File: config.mk
export PLATFORM = sky130hd
export DESIGN_NAME = sfm_ctrl
export DESIGN_NICKNAME = d
export VERILOG_FILES = /design/src/rtl/core/sfm_pkg.sv /design/src/rtl/core/sfm_ctrl.sv
export SDC_FILE = /design/constraint.sdc
export NUM_CORES = 1
export LEC_CHECK = 0
export ABC_AREA = 1
export BUFFER_PORTS_ARGS = -buffer_cell sky130_fd_sc_hd__buf_4
export CAP_MARGIN = 40
export CORE_ASPECT_RATIO = 0.75
export CORE_MARGIN = 4
export CORE_UTILIZATION = 50
export CTS_CLUSTER_DIAMETER = 200
export CTS_CLUSTER_SIZE = 14
export DETAILED_ROUTE_END_ITERATION = 8
export GPL_ROUTABILITY_DRIVEN = 0
export GPL_TIMING_DRIVEN = 0
export PLACE_DENSITY = 0.68
export SLEW_MARGIN = 20
export SYNTH_ARGS = -nofsm -noshare
export SYNTH_HDL_FRONTEND = slang
export SYNTH_SLANG_ARGS = --single-unit
File: constraint.sdc
create_clock -name clk_i -period 3.8 [get_ports clk_i]
set_clock_uncertainty 0.05 [all_clocks]
set_input_delay 0.95 -clock clk_i [delete_from_list [all_inputs] [get_ports clk_i]]
set_output_delay 0.95 -clock clk_i [all_outputs]
set_load 0.1 [all_outputs]
File: src/rtl/core/sfm_pkg.sv
// Shared types and constants of the stereo FIR wet/dry mixer.
// Holds the datapath command and status structs, operation codes and fixed widths.
// No dependencies.
`default_nettype none

package sfm_pkg;

  localparam int unsigned DATA_W = 24;
  localparam int unsigned HALF_W = 10;
  localparam int unsigned MIX_W  = 17;
  localparam int unsigned GAIN_W = 24;
  localparam int unsigned IDX_W  = 10;
  localparam int unsigned ADDR_W = 4;
  localparam int unsigned PDATA_W = 32;

  localparam int unsigned MUL_W  = 25;
  localparam int unsigned PROD_W = 2 * MUL_W;
  localparam int unsigned ACC_W  = 64;
  localparam int unsigned SPLIT  = 23;

  localparam logic [MIX_W-1:0] MIX_ONE = 17'h10000;

  localparam logic signed [ACC_W-1:0] RND22   = 64'sd2097152;
  localparam logic signed [ACC_W-1:0] RND20   = 64'sd524288;
  localparam logic signed [ACC_W-1:0] RND16   = 64'sd32768;
  localparam logic signed [ACC_W-1:0] OUT_MAX = 64'sd8388607;
  localparam logic signed [ACC_W-1:0] OUT_MIN = -64'sd8388608;

  typedef enum logic {
    FUNC_SAMPLE = 1'b0,
    FUNC_COEF   = 1'b1
  } func_e;

  typedef enum logic [1:0] {
    REG_HALF = 2'd0,
    REG_MIX  = 2'd1,
    REG_GAIN = 2'd2
  } reg_e;

  typedef enum logic [3:0] {
    OP_NOP     = 4'd0,
    OP_MAC     = 4'd1,
    OP_WET     = 4'd2,
    OP_GAIN_LO = 4'd3,
    OP_GAIN_HI = 4'd4,
    OP_WG      = 4'd5,
    OP_MIX_LO  = 4'd6,
    OP_MIX_HI  = 4'd7,
    OP_DRY     = 4'd8,
    OP_OUT     = 4'd9
  } op_e;

  typedef struct packed {
    op_e  op;
    logic load;
    logic tap_wr;
    logic clr;
  } cmd_t;

  typedef struct packed {
    logic mac_last;
    logic clr_last;
    logic out_free;
  } status_t;

endpackage

`default_nettype wire

File: src/rtl/core/sfm_ctrl.sv
// Controller of the stereo FIR wet/dry mixer: clearing pass, input handshake
// and the step sequence that drives the datapath.
// Depends on sfm_pkg; drives sfm_datapath through cmd_t and reads status_t.
`default_nettype none

module sfm_ctrl import sfm_pkg::*; (
  input  logic    clk_i,
  input  logic    rst_ni,
  input  logic    in_valid_i,
  input  logic    func_i,
  input  status_t status_i,
  output logic    in_stall_o,
  output cmd_t    cmd_o
);

  typedef enum logic [12:0] {
    S_CLEAR   = 13'b0000000000001,
    S_IDLE    = 13'b0000000000010,
    S_MAC     = 13'b0000000000100,
    S_WET     = 13'b0000000001000,
    S_GAP_W   = 13'b0000000010000,
    S_GAIN_LO = 13'b0000000100000,
    S_GAIN_HI = 13'b0000001000000,
    S_WG      = 13'b0000010000000,
    S_GAP_G   = 13'b0000100000000,
    S_MIX_LO  = 13'b0001000000000,
    S_MIX_HI  = 13'b0010000000000,
    S_DRY     = 13'b0100000000000,
    S_OUT     = 13'b1000000000000
  } state_e;

  state_e state_q, state_d;

  always_comb begin
    state_d      = state_q;
    cmd_o        = '0;
    cmd_o.op     = OP_NOP;
    unique case (state_q)
      S_CLEAR: begin
        cmd_o.clr = 1'b1;
        if (status_i.clr_last) begin
          state_d = S_IDLE;
        end
      end
      S_IDLE: begin
        if (in_valid_i) begin
          if (func_i == FUNC_COEF) begin
            cmd_o.tap_wr = 1'b1;
          end else begin
            cmd_o.load = 1'b1;
            state_d    = S_MAC;
          end
        end
      end
      S_MAC: begin
        cmd_o.op = OP_MAC;
        if (status_i.mac_last) begin
          state_d = S_WET;
        end
      end
      S_WET: begin
        cmd_o.op = OP_WET;
        state_d  = S_GAP_W;
      end
      S_GAP_W: begin
        state_d = S_GAIN_LO;
      end
      S_GAIN_LO: begin
        cmd_o.op = OP_GAIN_LO;
        state_d  = S_GAIN_HI;
      end
      S_GAIN_HI: begin
        cmd_o.op = OP_GAIN_HI;
        state_d  = S_WG;
      end
      S_WG: begin
        cmd_o.op = OP_WG;
        state_d  = S_GAP_G;
      end
      S_GAP_G: begin
        state_d = S_MIX_LO;
      end
      S_MIX_LO: begin
        cmd_o.op = OP_MIX_LO;
        state_d  = S_MIX_HI;
      end
      S_MIX_HI: begin
        cmd_o.op = OP_MIX_HI;
        state_d  = S_DRY;
      end
      S_DRY: begin
        cmd_o.op = OP_DRY;
        state_d  = S_OUT;
      end
      S_OUT: begin
        if (status_i.out_free) begin
          cmd_o.op = OP_OUT;
          state_d  = S_IDLE;
        end
      end
      default: begin
        state_d = S_IDLE;
      end
    endcase
  end

  always_ff @(posedge clk_i or negedge rst_ni) begin
    if (!rst_ni) begin
      state_q <= S_CLEAR;
    end else begin
      state_q <= state_d;
    end
  end

  assign in_stall_o = (state_q != S_IDLE);

`ifndef SYNTHESIS
  a_load_then_mac: assert property (@(posedge clk_i) disable iff (!rst_ni)
    cmd_o.load |=> (cmd_o.op == OP_MAC))
    else $error("A sample item did not start its tap sweep.");

  a_mac_holds: assert property (@(posedge clk_i) disable iff (!rst_ni)
    ((state_q == S_MAC) && !status_i.mac_last) |=> (state_q == S_MAC))
    else $error("Tap sweep ended before the last tap.");

  a_state_onehot: assert property (@(posedge clk_i) disable iff (!rst_ni)
    $onehot(state_q))
    else $error("Controller state is not one-hot.");
`endif

endmodule

`default_nettype wire

Word level (Yosys, flattened, before mapping)
Cells that the tools add are included.

word-level totals
  flip-flop bits (word level) = 13
  input bits = 7
  output and inout bits = 8

operators by class
  eq/ne operators = 19
  mux-type cells = 13
  reductions and logical operators = 1

operators with widths
  operator              count
  $pmux 13 s13          1
  $mux 13               5
  $pmux 4 s9            1
  $eq 13x1->1 const B   1
  $eq 13x10->1 const B  1
  $eq 13x11->1 const B  1
  $eq 13x12->1 const B  1
  $eq 13x13->1 const B  1
  $eq 13x2->1 const B   1
  $eq 13x3->1 const B   1
  $eq 13x4->1 const B   1
  $eq 13x5->1 const B   1
  $eq 13x6->1 const B   1
  $eq 13x7->1 const B   1
  $eq 13x8->1 const B   1
  $eq 13x9->1 const B   1
  $ne 13x2->1 const B   1
  $ne 2x2->1 const B    5
  $reduce_and 5->1      1
  $mux 2                2
  $mux 4                1
  $mux 1                3

Logic depth before layout (Yosys ltp)
  depth after elaboration = 3
  mapped depth = 11

Worst setup path before layout
OpenSTA, ideal clock, no wires.

  path kind = input-to-output
  start point = input in_valid_i
  end point = output cmd_o[1] (netlist bit)
  arrival time = 2,290 ps
  required time = 2,800 ps
  path slack = 510 ps
  stages = 2
  buffers on the path = 0
  path through = nand3_1 -> nor2_1

RTL lines
  what             line            source
  start, declared  sfm_ctrl.sv:9   input logic in_valid_i,
  end, declared    sfm_ctrl.sv:13  output cmd_t cmd_o

==> results.md <==
- The largest registers in the layout are state_q x13.
- The count of endpoints failing setup in the final report is 0.
- The clock buffer count from CTS is 3.
- The worst register-to-register path has a depth of 10.
- The critical path endpoint category is an output pin.
- The number of cells in the finished layout apart from fillers is 169.
- 0 antenna diodes ended up in the layout.
- In this run the clock root is driven by a sky130_fd_sc_hd__clkbuf_4.
- The unique cell type count in the Yosys netlist is 16.
- Overall power consumption after layout is estimated at 0.000602 W.
- The core region is 1560 um^2.
- Counting instances in the post-synthesis netlist gives the leading cell types as sky130_fd_sc_hd__nand2_1 (32), sky130_fd_sc_hd__inv_1 (26), sky130_fd_sc_hd__nor2_1 (26).
- Once the clock tree was built, the resizer swapped 0 gates to a different size.
- In the global route stage, overall resource usage came out at 0.168.
- The met3 wire length is 81 um.
- The max-capacitance violation count is 0.
- The flip-flop count of the largest register after layout is 13.
- The layout overhead on the synthesized area is 18.1%.
- The total count of hold-check failures in the final report is 0.
- The post-route clock period utilization is 0.750.
- The worst-case hold slack is 432 ps.
- The most critical setup path has its endpoint at cmd_o[3].
- The shortest period the worst path allows is 2850 ps.
- The top layer reached by signal wires is met4.
- After synthesis, the mean cell area works out to 6.69 um^2.
- The biggest area contributor in the post-synthesis netlist is sky130_fd_sc_hd__dfrtp_1.
- The maximum achievable frequency is 351 MHz.
- The measured slew at the worst slew-check pin is around 280 ps.
- The arrival time of data at the critical path endpoint is 1850 ps.
- For this run, the register share of the synthesized area comes to 0.376.
- Dividing the detail-routed via count by the number of cells gives 4.59.
- The floorplan step defined a die boundary enclosing 2480 um^2.
- In this run the number of H-tree levels came out at 1.
- The first detailed-routing pass took 4 iterations.
- The power per unit of standard cell area is 587 nW/um^2.
- Of the post-synthesis cell area, the dominant cell type holds 0.345.
- In this run, synthesis inferred 0 flip-flops with an integrated enable.
- The routed design has 1770 um of wire.
- By area the synthesized netlist is led by sky130_fd_sc_hd__dfrtp_1 (35%), sky130_fd_sc_hd__nand2_1 (14%), sky130_fd_sc_hd__inv_1 (11%).
- The run finished with clean final reports.
- Adding up every negative setup slack in the final design gives 0 ps.
- The net count of the finished layout is 156.
- The total congestion overflow after global routing is 0.
- Summing over every cut layer, the via total after detailed routing is 775.
- Once detailed placement completed, the half-perimeter wirelength came to 1460 um.
- Of all flip-flops after synthesis, the portion carrying an async set or reset was 1.00.
- Counting every net in the synthesized netlist gives ~140.
- For flop-to-flop paths, the worst setup slack is 2250 ps.
- Setup repair after global routing left no endpoint under its margin.
- The longest clock path from root to sink contains 2 buffers.
- For this run, the number of Yosys warnings is 0.
- For this run, design rule violations remaining after detail routing come to 0.
- The clock slew seen by the registers of the worst setup and hold paths is roughly 100 ps.
- Row generation in the floorplan step produced 12 rows.
- The worst setup path is launched from a flip-flop.
- For this configuration, the core starts out at a cell density of 0.557.
- 15 I/O pins were placed.
- The number of buffers added to fix hold violations after cts is 0.
- The count of clock tree sinks is 13.
- The area of the mapped netlist is 870 um^2.
- In the detailed route, the total length drawn on met2 is 766 um.
- The first global-routing pass estimated 3180 um of wire.
- The first routing iteration left 31 violations.
- For this run, the leading register cell type out of synthesis is sky130_fd_sc_hd__dfrtp_1.
- The startpoint of the worst setup timing path is state_q[3].
- The class of the most critical setup path is flip-flop to output pin.
- The gate count after technology mapping is 130.
- Measured along the y axis, the die boundary spans 44.1 um.
- The startpoint identified for the worst register-to-register timing path is state_q[3].
- The most common cell in the synthesized netlist is sky130_fd_sc_hd__nand2_1.
- Once the clock tree was built, the setup fixing pass inserted 0 buffers.
- The number of input and output port buffers inserted is 14.
- The register bank with the most flops is state_q.
- The clock reaches the later pin of the worst-skew pair after 290 ps.
- The mean routed wirelength per cell is 10.4 um.
- The cell leakage power is 0.670 nW.
- The total count of max-transition violations in the final report is 0.
- The die width is 56.2 um.
- The endpoint identified for the worst register-to-register timing path is state_q[1].
- Across the VDD grid, the largest voltage drop is roughly 0.29 mV.
- The number of flip-flops and latches in the synthesized netlist is 13.
- In the final layout, the share of cells above drive strength 1 is 0.230.
- The required time of the critical path is between 2000 and 3000 ps.
- The initial antenna violation count is 0.
- The clock tree from TritonCTS is built.
- The highest fanout seen on the critical path is 6.
- Entering global routing, the biggest net connects 14 pins.
- The worst slew slack as a fraction of its limit is 0.816.
- Once detail routing completed, the nets flagged for antenna violations numbered 0.
- The worst hold-check path type is input port to asynchronous set/reset pin.
- The number of global-route vias before repair was between 700 and 800.
- At the end of the flow the core is filled with cells to 0.658.
- For this block, wires on met1 add up to 907 um.
- The count of placed standard cells including taps is 165.
-- cell type report --
cell class / instances / area [um^2]
buffer: 1 / 11.3
sequential: 13 / 327
clock buffer: 4 / 26.3
fill: 148 / 534
timing repair buffer: 14 / 105
inverter: 26 / 97.6
tap: 21 / 26.3
multi-input combinational: 90 / 434
-- kinds of logic (layout without fill, tap and decap cells) --
kind of cell / Yosys count / in the layout / synth area share
buffers and inverters: 27 / 45 / 0.125
AND/OR/NAND/NOR: 88 / 88 / 0.481
flip-flops: 13 / 13 / 0.376
AO/OA/AOI/OAI: 2 / 2 / 0.0187
-- worst min path at each step --
stage                     from           to  slack, ps  cells past startpoint
floorplan           state_q[1]   state_q[1]        490                      4
finish                  rst_ni   state_q[9]        430                      1
CTS                     rst_ni  state_q[10]        430                      1
global route            rst_ni   state_q[9]        430                      1
detailed placement  state_q[1]   state_q[1]        520                      4
global placement    state_q[1]   state_q[1]        510                      4
-- routing by layer --
layer,up-vias,GRT usage
met4,0,0.0284
li1,427,-
met2,12,0.256
met5,-,0
met3,2,0.0612
met1,334,0.233
-- critical path, cell delays in order (launching register included) --
cell and delay [ps]:
sky130_fd_sc_hd__dfrtp_1 410, sky130_fd_sc_hd__nor2_1 200, sky130_fd_sc_hd__nand2_1 160, sky130_fd_sc_hd__nor2_4 180, sky130_fd_sc_hd__nand2_1 130, sky130_fd_sc_hd__nand3_1 90
sky130_fd_sc_hd__nand3b_1 100, sky130_fd_sc_hd__buf_4 290
-- stage by stage --
step,instance area [um^2],setup WS (ps)
floorplan,870,510
global placement,1000,1260
detailed placement,1000,1240
CTS,1030,920
global route,1030,710
finish,1030,951
-- layout by cell type (no fill, tap or decap), drive strengths merged --
| master | Yosys | layout |
|---|---|---|
| buf | 1 | 15 |
| clkbuf | 0 | 4 |
| dfrtp | 12 | 12 |
| dfstp | 1 | 1 |
| inv | 26 | 26 |
| nand2 | 36 | 36 |
| nand3 | 13 | 13 |
| nand3b | 3 | 3 |
| nand4 | 1 | 1 |
| nor2 | 35 | 35 |
| o21ai | 1 | 1 |
| o21bai | 1 | 1 |
-- power by group --
group,internal [W],total (W),switching (W)
combinational,0.0000874,0.000349,0.000261
clock,0.0000408,0.0000905,0.0000498
sequential,0.000154,0.000163,0.00000969
total,0.000282,0.000602,0.000321
(Power assumes the default switching activity.)
